--- config.mk ---
export PLATFORM = sky130hd
export DESIGN_NAME = ksa_queue
export DESIGN_NICKNAME = d
export VERILOG_FILES = /design/src/design/ksa_pkg.sv /design/src/design/ksa_queue.sv
export SDC_FILE = /design/constraint.sdc
export NUM_CORES = 1
export LEC_CHECK = 0
export ABC_AREA = 1
export BUFFER_PORTS_ARGS = -buffer_cell sky130_fd_sc_hd__buf_2
export CAP_MARGIN = 10
export CORE_MARGIN = 5
export CORE_UTILIZATION = 57
export DETAILED_ROUTE_END_ITERATION = 6
export GPL_TIMING_DRIVEN = 0
export PLACE_DENSITY = 0.88
export SETUP_SLACK_MARGIN = 0.1
export SKIP_LAST_GASP = 1
export SYNTH_ARGS = -nofsm -noshare
export SYNTH_HDL_FRONTEND = slang
export SYNTH_SLANG_ARGS = --single-unit
--- constraint.sdc ---
create_clock -name clock -period 3.36 [get_ports clock]
set_input_delay 0.672 -clock clock [delete_from_list [all_inputs] [get_ports clock]]
set_output_delay 0.672 -clock clock [all_outputs]
set_load 0.03 [all_outputs]
--- src/design/ksa_pkg.sv ---
// ----------------------------------------------------------------------------
// ksa_pkg
// types, constants and helpers shared by the kmer signal accumulator
// ----------------------------------------------------------------------------
package ksa_pkg;

   localparam int KmerLen    = 10;
   localparam int Up         = 7;
   localparam int IdxW       = 2 * KmerLen;
   localparam int TabAw      = 20;
   localparam int TabDepth   = 1 << TabAw;
   localparam int SumW       = 33;
   localparam int CntW       = 17;
   localparam int MeanW      = 16;
   localparam int RunW       = 5;
   localparam int DelayDepth = (Up < KmerLen - 1) ? (KmerLen - 1 - Up) : 1;
   localparam int EntryW     = SumW + CntW;
   localparam int QueueDepth = 4;
   localparam int QueueAw    = 2;

   localparam logic [CntW-1:0] CountLimitReset = 17'd100000;

   localparam logic [2:0] StatNone    = 3'd0;
   localparam logic [2:0] StatNoSig   = 3'd1;
   localparam logic [2:0] StatAccum   = 3'd2;
   localparam logic [2:0] StatDropped = 3'd3;
   localparam logic [2:0] StatRead    = 3'd4;

   localparam logic CmdPush = 1'b0;
   localparam logic CmdRead = 1'b1;

   typedef struct packed {
      logic        command;
      logic [7:0]  base_char;
      logic        signal_valid;
      logic [15:0] signal_value;
      logic [19:0] query_index;
   } req_type;

   typedef struct packed {
      logic [2:0]      status;
      logic [19:0]     entry_index;
      logic [SumW-1:0] entry_sum;
      logic [CntW-1:0] entry_count;
      logic [MeanW-1:0] entry_mean;
   } rsp_type;

   // classified work from front to back
   typedef struct packed {
      logic        is_read;
      logic        full;
      logic        have_sig;
      logic [15:0] value;
      logic [19:0] index;
   } job_type;

   function automatic logic [2:0] base_code(input logic [7:0] c);
      case (c)
         8'd65, 8'd97:  base_code = 3'b100;
         8'd84, 8'd116: base_code = 3'b101;
         8'd67, 8'd99:  base_code = 3'b110;
         8'd71, 8'd103: base_code = 3'b111;
         default:       base_code = 3'b000;
      endcase
   endfunction

endpackage

--- src/design/ksa_queue.sv ---
// ----------------------------------------------------------------------------
// ksa_queue
// small fifo between front and back
// ----------------------------------------------------------------------------
module ksa_queue import ksa_pkg::*; (
   input  logic    clock,
   input  logic    reset,
   input  logic    in_valid,
   output logic    in_ready,
   input  job_type in_data,
   output logic    out_valid,
   input  logic    out_ready,
   output job_type out_data
);
   job_type          slot_ff [QueueDepth];
   logic [QueueAw-1:0] wptr_ff, rptr_ff;
   logic [QueueAw:0]   fill_ff;
   logic push, pop;

   assign in_ready  = fill_ff != (QueueAw+1)'(QueueDepth);
   assign out_valid = fill_ff != '0;
   assign out_data  = slot_ff[rptr_ff];
   assign push      = in_valid && in_ready;
   assign pop       = out_valid && out_ready;

   always_ff @(posedge clock) begin
      if (push) begin
         slot_ff[wptr_ff] <= in_data;
      end
   end

   always_ff @(posedge clock) begin
      if (reset) begin
         wptr_ff <= '0;
         rptr_ff <= '0;
         fill_ff <= '0;
      end else begin
         if (push) wptr_ff <= wptr_ff + 1'b1;
         if (pop) rptr_ff <= rptr_ff + 1'b1;
         fill_ff <= fill_ff + (QueueAw+1)'(push) - (QueueAw+1)'(pop);
      end
   end

   assert property (@(posedge clock) disable iff (reset)
      fill_ff <= (QueueAw+1)'(QueueDepth))
      else $error("queue overfilled");
   assert property (@(posedge clock) disable iff (reset)
      (push && !pop) |=> fill_ff == $past(fill_ff) + 1'b1)
      else $error("fill count lost a push");
endmodule

==> run_results.csv <==
group,metric,value,unit
outcome,status,"complete, no violations",
cts,htree_levels,4,
cts,clk_pin_slew,0.06,ns
die,rows,38,
placed_design,numPlacedInstances,670,
cts,clock_sink_count,165,
synth,synth_top_area_cell,"edfxtp_1",
synth,synth_top_cells_by_area,"edfxtp_1, o21ai_0, nor2_1, o22ai_1, dfxtp_1",
cells_and_area,syn_to_final_growth,20.5,%
sta,hold_viol_final,0,
critical_path,crit_chain,"clkbuf_1, o21ai_0, o22ai_1, buf_2",
critical_path,startpoint_type,"flop",
cts,max-clock-path-buffers,2,
die,start_util,58.0,%
drt,vias,4089,
sta,slew_violations,0,
cts,insertion_delay,0.53,ns
drt,drc_errors,0,
sta,max_slew.worst_pin.slew,0.566,ns
pwr,pwr_density_cell,820,mW/mm²
cts,cts_hold_buf,0,
sta,fin_ws,0.680,ns
die,die_width,115,µm
synth,synth_cell_types,21,
worst_hold_path,holdCritPathClass,"primary input to flop",
job,drv_cap,0,
sta,maxClockFrequency,0.373,GHz
die,coreArea,0.0108,mm²
cts,cts_made_buffers,17,
critical_path,cp.required,2.69,ns
die,die_y,115,µm
global_route,grt_pass1_wl,21.1,mm
drt,wl_per_cell,19.2,µm
sta,min_period,2.68,ns
drt,detail_route.first_pass.iterations,5,
critical_path,cpPeakStageDelay,0.40,ns
pwr,p_sw_share,33.4,%
cts,cts_root_buf,"clkbuf_8",
sta,rsz0062_at_grt,"no",
pwr,ir_drop,0.000560,V
sta,period_share,79.8,%
pwr,comb_power_share,28.3,%
synth,syn_inst,443,
synth,synth-edff-count,156,
synth,netlist.area_leader.share,74.8,%
synth,ys_seq_area_share,77.7,%
pwr,p_leak,2.74,nW
cts,ctsResizeCount,0,
pwr,p_seq_share,41.6,%
sta,finalSetupViolCount,0,
cts,cts_tree,"yes",
synth,synth.yosys.warnings,0,
critical_path,cp_max_fo,10,
critical_path,cp.arrival,2.01,ns
die,ios,84,
critical_path,worstSetupPathType,"flop to output pin",
drt,detail-route-antenna-nets,0,
global_route,grt_max_degree,30,
cells_and_area,instances_no_fill,703,
synth,synth_area_per_cell,14.1,µm²
pwr,netSwitchingPower,0.00206,W
placed_design,dpl_worst_slack,0.997,ns
cells_and_area,fin_nets,599,
synth,synth_area,0.00626,mm²
placed_design,numPortBuffers,83,
sta,max_slew_margin,62.2,%
cells_and_area,drive_above_1_share,25.4,%
global_route,antenna_found_initial,0,
synth,synthFlopType,"edfxtp_1",
placed_design,gp_congestion,0.735,
pwr,clkPwrFrac,30.1,%
critical_path,slowest_stage,"dfxtp_1",
global_route,grt_pass1_vias,4163,
synth,async_flop_share,0,%
critical_path,endpoint_kind,"output pin",
synth,synth.most_common_cell,"edfxtp_1",
die,die_area,0.0132,mm²
drt,routed_wl,13.5,mm
drt,drtIter0Drc,409,
synth,synth_common_cells,"edfxtp_1, nor2_1, o21ai_0",
drt,via_per_inst,5.82,
placed_design,post-dp-hpwl,8.16,mm
cells_and_area,final_util,69.9,%
pwr,p_int,0.00412,W
sta,finClkSkew,0.00790,ns
synth,syn-num-nets,493,
global_route,grt_use_total,21.6,%
cts,postCtsSetupRepairBufs,0,
global_route,gr-total-overflow,0,
synth,ys_ff_latch,165,
-- critical path: cells and delay by family, from the launching register on --
family | cells | cell delay, ns
DFF | 1 | 0.40
buffers and inverters | 2 | 0.63
AOI/OAI and AO/OA | 2 | 0.45
-- registers in the layout (all words and copies together) (netlist names), named ones only --
register	flops
rptr_ff	2
slot_ff	156
wptr_ff	2
fill_ff	3
-- worst paths after layout --
path / from / to / slack (ns) / depth (start not counted)
min: reset / fill_ff[0] / 0.32 / 2
min reg2reg: wptr_ff[1] / wptr_ff[1] / 0.56 / 2
max: flop / out_data[9] / 0.68 / 4
max reg2reg: fill_ff[1] / fill_ff[2] / 1.06 / 10
-- power groups by stage --
stage / Sequential, W / Combinational (W) / Clock, W
after floorplan: 0.00261 / 0.00116 / 0
after global placement: 0.00262 / 0.00165 / 0
after detailed placement: 0.00261 / 0.00175 / 0
after CTS: 0.00257 / 0.00176 / 0.00189
after global routing: 0.00259 / 0.00190 / 0.00198
final: 0.00257 / 0.00175 / 0.00186
-- logic make-up (layout without fill, tap and decap cells) --
logic type | Yosys count | in the layout | synth area share, %
fa+ha+maj | 7 | 7 | 1.52
simple gates | 106 | 106 | 6.41
other cells | 0 | 1 | 0
compound gates | 124 | 124 | 10.8
flops | 165 | 165 | 77.7
buf+inv | 41 | 160 | 3.64
-- layout by cell type, fill, tap and decap left out, drive strengths merged --
cell type | Yosys | final
o22ai | 39 | 39
ha | 6 | 6
fa | 1 | 1
o21ai | 79 | 79
buf | 16 | 103
bufinv | 0 | 3
diode | 0 | 1
a21boi | 2 | 2
edfxtp | 156 | 156
inv | 16 | 16
clkinv | 0 | 11
a21oi | 4 | 4
nor2 | 91 | 91
clkbuf | 9 | 27
nand2 | 12 | 12
dfxtp | 9 | 9
nand3 | 3 | 3
-- through the flow --
step | area [µm²] | TNS (ns) | total power, W | hold WS, ns
2_1_floorplan | 6260 | 0 | 0.00377 | 0.448
3_3_place_gp | 6850 | -127.36 | 0.00427 | 0.461
3_5_place_dp | 6960 | 0 | 0.00436 | 0.546
4_1_cts | 7540 | 0 | 0.00622 | 0.294
5_1_grt | 7540 | 0 | 0.00647 | 0.306
6_report | 7550 | 0 | 0.00618 | 0.317
-- routing by layer --
metal | vias to the layer above | global-route usage (%) | share of wire (%)
met2 | 207 | 34.7 | 51
met4 | 0 | 10.2 | 2.1
met3 | 30 | 7.79 | 9.0
met1 | 1992 | 26.4 | 38
li1 | 1860 | - | -
met5 | - | 0 | 0
-- area by class of cell --
| type | instances | area (µm²) |
|---|---|---|
| clock inverter | 14 | 161 |
| tap | 140 | 175 |
| fill | 689 | 3250 |
| inverter | 16 | 62.6 |
| clock buffer | 18 | 418 |
| sequential | 165 | 4860 |
| antenna | 1 | 2.50 |
| timing repair buffer | 87 | 495 |
| buffer | 25 | 165 |
| multi-input combinational | 237 | 1200 |
Note: power is estimated with default switching activity, not from simulation.
