### src/design/ksa_pkg.sv
// ----------------------------------------------------------------------------
// ksa_pkg
// types, constants and helpers shared by the kmer signal accumulator
// ----------------------------------------------------------------------------
package ksa_pkg;

   localparam int KmerLen    = 10;
   localparam int Up         = 7;
   localparam int IdxW       = 2 * KmerLen;
   localparam int TabAw      = 20;
   localparam int TabDepth   = 1 << TabAw;
   localparam int SumW       = 33;
   localparam int CntW       = 17;
   localparam int MeanW      = 16;
   localparam int RunW       = 5;
   localparam int DelayDepth = (Up < KmerLen - 1) ? (KmerLen - 1 - Up) : 1;
   localparam int EntryW     = SumW + CntW;
   localparam int QueueDepth = 4;
   localparam int QueueAw    = 2;

   localparam logic [CntW-1:0] CountLimitReset = 17'd100000;

   localparam logic [2:0] StatNone    = 3'd0;
   localparam logic [2:0] StatNoSig   = 3'd1;
   localparam logic [2:0] StatAccum   = 3'd2;
   localparam logic [2:0] StatDropped = 3'd3;
   localparam logic [2:0] StatRead    = 3'd4;

   localparam logic CmdPush = 1'b0;
   localparam logic CmdRead = 1'b1;

   typedef struct packed {
      logic        command;
      logic [7:0]  base_char;
      logic        signal_valid;
      logic [15:0] signal_value;
      logic [19:0] query_index;
   } req_type;

   typedef struct packed {
      logic [2:0]      status;
      logic [19:0]     entry_index;
      logic [SumW-1:0] entry_sum;
      logic [CntW-1:0] entry_count;
      logic [MeanW-1:0] entry_mean;
   } rsp_type;

   // classified work from front to back
   typedef struct packed {
      logic        is_read;
      logic        full;
      logic        have_sig;
      logic [15:0] value;
      logic [19:0] index;
   } job_type;

   function automatic logic [2:0] base_code(input logic [7:0] c);
      case (c)
         8'd65, 8'd97:  base_code = 3'b100;
         8'd84, 8'd116: base_code = 3'b101;
         8'd67, 8'd99:  base_code = 3'b110;
         8'd71, 8'd103: base_code = 3'b111;
         default:       base_code = 3'b000;
      endcase
   endfunction

endpackage

### src/design/ksa_front.sv
// ----------------------------------------------------------------------------
// ksa_front
// window tracking, signal delay line and request classification
// ----------------------------------------------------------------------------
module ksa_front import ksa_pkg::*; (
   input  logic    clock,
   input  logic    reset,
   input  logic    req_valid,
   output logic    req_ready,
   input  req_type req_data,
   output logic    job_valid,
   input  logic    job_ready,
   output job_type job_data
);
   logic [IdxW-1:0] window_ff, window_in;
   logic [RunW-1:0] run_ff, run_in;
   logic [15:0]     dval_ff [DelayDepth];
   logic            dvld_ff [DelayDepth];
   logic [2:0]      code;
   logic            take;
   job_type         job;

   assign req_ready = job_ready;
   assign take      = req_valid && req_ready;
   assign code      = base_code(req_data.base_char);

   always_comb begin
      window_in = window_ff;
      run_in    = run_ff;
      if (!code[2]) begin
         window_in = '0;
         run_in    = '0;
      end else begin
         window_in = {window_ff[IdxW-3:0], code[1:0]};
         if (run_ff < RunW'(KmerLen)) begin
            run_in = run_ff + 1'b1;
         end
      end
   end

   always_comb begin
      job          = '0;
      job.is_read  = req_data.command == CmdRead;
      if (job.is_read) begin
         job.index = req_data.query_index;
      end else if (code[2] && run_in >= RunW'(KmerLen)) begin
         job.full  = 1'b1;
         job.index = 20'(window_in);
         if (Up < KmerLen) begin
            if (KmerLen - 1 - Up == 0) begin
               job.have_sig = req_data.signal_valid;
               job.value    = req_data.signal_value;
            end else begin
               job.have_sig = dvld_ff[DelayDepth-1];
               job.value    = dval_ff[DelayDepth-1];
            end
         end
      end
   end

   always_ff @(posedge clock) begin
      if (reset) begin
         window_ff <= '0;
         run_ff    <= '0;
         for (int i = 0; i < DelayDepth; i++) begin
            dvld_ff[i] <= 1'b0;
            dval_ff[i] <= '0;
         end
      end else if (take && req_data.command == CmdPush) begin
         window_ff  <= window_in;
         run_ff     <= run_in;
         dvld_ff[0] <= req_data.signal_valid;
         dval_ff[0] <= req_data.signal_value;
         for (int i = 1; i < DelayDepth; i++) begin
            dvld_ff[i] <= dvld_ff[i-1];
            dval_ff[i] <= dval_ff[i-1];
         end
      end
   end

   assign job_valid = req_valid;
   assign job_data  = job;
endmodule

### config.mk
export PLATFORM = sky130hd
export DESIGN_NAME = ksa_front
export DESIGN_NICKNAME = d
export VERILOG_FILES = /design/src/design/ksa_pkg.sv /design/src/design/ksa_front.sv
export SDC_FILE = /design/constraint.sdc
export NUM_CORES = 1
export LEC_CHECK = 0
export ABC_AREA = 1
export BUFFER_PORTS_ARGS = -buffer_cell sky130_fd_sc_hd__buf_2
export CAP_MARGIN = 5
export CORE_MARGIN = 2
export CORE_UTILIZATION = 50
export DETAILED_ROUTE_END_ITERATION = 8
export GPL_TIMING_DRIVEN = 0
export PLACE_DENSITY = 0.78
export SLEW_MARGIN = 5
export SYNTH_ARGS = -nofsm -noshare
export SYNTH_HDL_FRONTEND = slang
export SYNTH_SLANG_ARGS = --single-unit
### constraint.sdc
create_clock -name clock -period 2.9 [get_ports clock]
set_input_delay 0.435 -clock clock [delete_from_list [all_inputs] [get_ports clock]]
set_output_delay 0.435 -clock clock [all_outputs]
set_load 0.02 [all_outputs]
==> summary.md <==
| Metric | Value |
|---|---|
| HPWL after DPL | 4250 um |
| Number of synthesized register bits | 57 |
| Slowest CP cell | dfxtp_1 |
| Slew @ Worst Pin | 0.527 ns |
| Tmin final | 2.44 ns |
| DR pass1 iterations | 4 |
| ANT nets after route | 0 |
| Initial drt markers | 171 |
| WHS Endpoint | run_ff[4]$_SDFFE_PP0P_ |
| Final setup margin | 0.457 ns |
| First-pass GRT wire length | 9550 um |
| Sw power | 0.386 mW |
| Sequential share of power | 51.1% |
| Worst Min Path Start | reset |
| Clock tree buffer depth | 2 |
| TritonCTS clock tree | done |
| Reg-to-reg slack, setup | 1.70 ns |
| GPL Wtd Cong | 0.815 |
| Post-synthesis cell type count | 20 |
| Pwr Density | 500 nW/um2 |
| CTS HTree Levels | 3 |
| Hold Slack | 0.305 ns |
| Clock share of power | 40.2% |
| Outcome | complete, no violations |
| Combinational power share | 8.6% |
| Mapped Nets | 402 |
| Internal | 1.36 mW |
| Hold buffer count at CTS | 0 |
| Cell accounting for the most synthesized area | edfxtp_1 |
| Sw Ratio | 22.1% |
| Post-CTS setup buffer count | 0 |
| Critical Path Fanout Max | 10 |
| Grt total ovfl | 0 |
| Synth area leaders | edfxtp_1 37%, dfxtp_1 17%, inv_1 12%, nand2_1 9.4%, nor2_1 7.9% |
| Footprint of the multi-input gates | 828 um2 |
| Dpl ws | 0.599 ns |
| Total GRT Usage | 19.9% |
| Fillers | 446 |
| CP Launch Type | flip-flop |
| CP bufs+invs | 4 |
| Tightest Hold Check Type | input port to flip-flop |
| Final WL | 5740 um |
| Worst vdd ir | 0.301 mV |
| Cells after Synth | 351 |
| Core Area | 5200 um2 |
| Cell mode on critical path | nand2_1 |
| Die H | 78.1 um |
| Worst Setup End Kind | output port |
| WHS Path Cells | 2 |
| FF/Latch Area | 1480 um2 |
| Critical Path Max Stage Delay | 0.41 ns |
| Number of flops mapped to enable cells by yosys | 34 |
| Die ar. | 6100 um2 |
| Delay-heaviest family, CP | simple AND/OR/NAND/NOR gates |
| Vias per cell | 4.69 |
| Crit-path cells | ha_1 -> inv_1 -> nand3_1 -> nand2_1 -> inv_1 -> nand2_1 -> nand2_1 -> nand2_1 -> nand2_2 -> nand2_4 -> buf_6 -> nor2_1 -> buf_2 |
| # setup viols final | 0 |
| R2R cell count | 7 |
| Initial Utilization | 52.7% |
| Max-slew headroom | 64.9% |
| Post-Layout Cell Count | 527 |
| Die Width | 78.1 um |
| Area growth, synth to finish | 27.4% |
| I/O pin cnt | 91 |
| CTS sink count | 57 |
| Pleak | 1.86 nW |
| RSZ-0062 raised after global routing | no |
| Avg Inst Size Synth | 7.82 um2 |
| CTS root buf | clkbuf_8 |
| Largest net degree at the start of global routing | 24 |
| Placed inst area | 3310 um2 |
| Share of layout cells above drive strength 1 | 26.5% |
| Vias in the first global route | 2305 |
| Critical R2R Capture | run_ff[1]$_SDFFE_PP0P_ |
| Final hold vios | 0 |
| Seq/Total Area, Yosys | 54.0% |
| Clock slew at reported path FFs | 0.06 ns |
| Clock latency on the worst-skew pair | 0.33 ns |
| Required @ worst endpoint | 2.47 ns |
| Reg-to-Reg Start | run_ff[1]$_SDFFE_PP0P_ |
| Crit path from | run_ff[1]$_SDFFE_PP0P_ |
| Fmax | 409 MHz |
| Initial antenna violation count | 0 |
| Remaining DRCs | 0 |
| # resized after CTS | 0 |
| Nets@finish | 503 |
| Slew Limit Fails | 0 |
| Most frequent cell after synthesis | inv_1 |
| Post-route cell area | 3500 um2 |
| Port bufs | 89 |
| N_diodes | 0 |
| Clk_skew | 0.00837 ns |
| Ys async rst share | 0% |
| Post-Place Cells | 511 |
| Mapped Area | 2740 um2 |
| Crit path DAT | 2.01 ns |
| Warnings from Yosys | 0 |
| Crit Path Class | flip-flop to output port |
| Routed wire per std cell | 10.9 um |
| Top_reg_cell synth | edfxtp_1 |
| Row Count | 26 |
| Period Utilization, post-route | 84.2% |
| Vias | 2472 |
| Post-synth top area share | 37.2% |
| Total CTS buffers | 9 |
| Max-cap violations | 0 |
| TNS Setup | 0 ns |
| Synth cell count leaders | 90 x inv_1, 69 x nand2_1, 58 x nor2_1 |
==> worst reg2reg max path, stage by stage (launching register included) <==
cell and delay (ns):
dfxtp_1 0.41, ha_1 0.26, inv_1 0.06, nand3_1 0.07
nand2_1 0.09, inv_1 0.04, nand2_1 0.07, o22ai_1 0.07
==> per-layer routing <==
metal / up-vias / GRT usage [%] / part of all wire [%]
li1: 1271 / - / -
met1: 1111 / 22.4 / 42
met2: 77 / 36.1 / 50
met3: 13 / 3.91 / 5.4
met4: 0 / 9.65 / 2.2
met5: - / 0 / 0
==> per-stage QoR <==
step / util (%) / total power [mW]
floorplan: - / 0.993
global placement: 63.0 / 1.05
detailed placement: 63.5 / 1.06
CTS: 67.2 / 1.76
global route: 67.2 / 1.82
finish: 67.2 / 1.75
==> how the worst max path moves through the flow <==
stage	to	slack (ns)	cells after the start
after detailed placement	job_data[35]	0.60	14
after CTS	job_data[35]	0.46	13
final	job_data[29]	0.46	13
after floorplan	dval_ff[0][0]$_SDFFCE_PN0P_	0.63	4
after global placement	dval_ff[0][18]$_SDFFCE_PN0P_	0.02	5
after global routing	job_data[35]	0.28	13
==> logic make-up after synthesis <==
| kind of cell | after synthesis | synth area share [%] |
|---|---|---|
| flip-flops | 57 | 54.0 |
| AND/OR/NAND/NOR | 159 | 23.8 |
| AO/OA/AOI/OAI | 27 | 5.88 |
| buffers and inverters | 107 | 15.8 |
| adder cells (fa/ha/maj) | 1 | 0.456 |
==> final cells by class <==
| cell class | instances | share of cell area [%] |
|---|---|---|
| flip-flops and latches | 57 | 42.4 |
| multi-input cells | 187 | 23.7 |
| repair buffers | 90 | 13.5 |
| inverters | 90 | 9.66 |
| clock buffers | 12 | 4.15 |
| plain buffers | 17 | 2.79 |
| well taps | 70 | 2.51 |
| clock inverters | 4 | 1.29 |
==> layout by cell type (no fill, tap or decap), types with 6 or more instances in the layout <==
master,instances
edfxtp_1,34
nand2_1,69
o21ai_0,6
clkbuf_1,7
nand3_1,26
buf_2,94
dfxtp_1,23
o22ai_1,18
nor2_1,58
inv_1,90
clkbuf_8,10
==> power by group through the flow <==
stage / Clock [mW] / Combinational (mW) / Sequential, mW
6_report: 0.704 / 0.151 / 0.895
5_1_grt: 0.753 / 0.169 / 0.896
3_3_place_gp: 0 / 0.141 / 0.912
3_5_place_dp: 0 / 0.151 / 0.912
2_1_floorplan: 0 / 0.0824 / 0.911
4_1_cts: 0.717 / 0.152 / 0.895
==> sequential cells by signal, summed over array words and instances (netlist names) <==
| name | cells |
|---|---|
| run_ff | 5 |
| window_ff | 18 |
| dvld_ff | 2 |
| dval_ff | 32 |
Note: power is estimated with default switching activity, not from simulation.
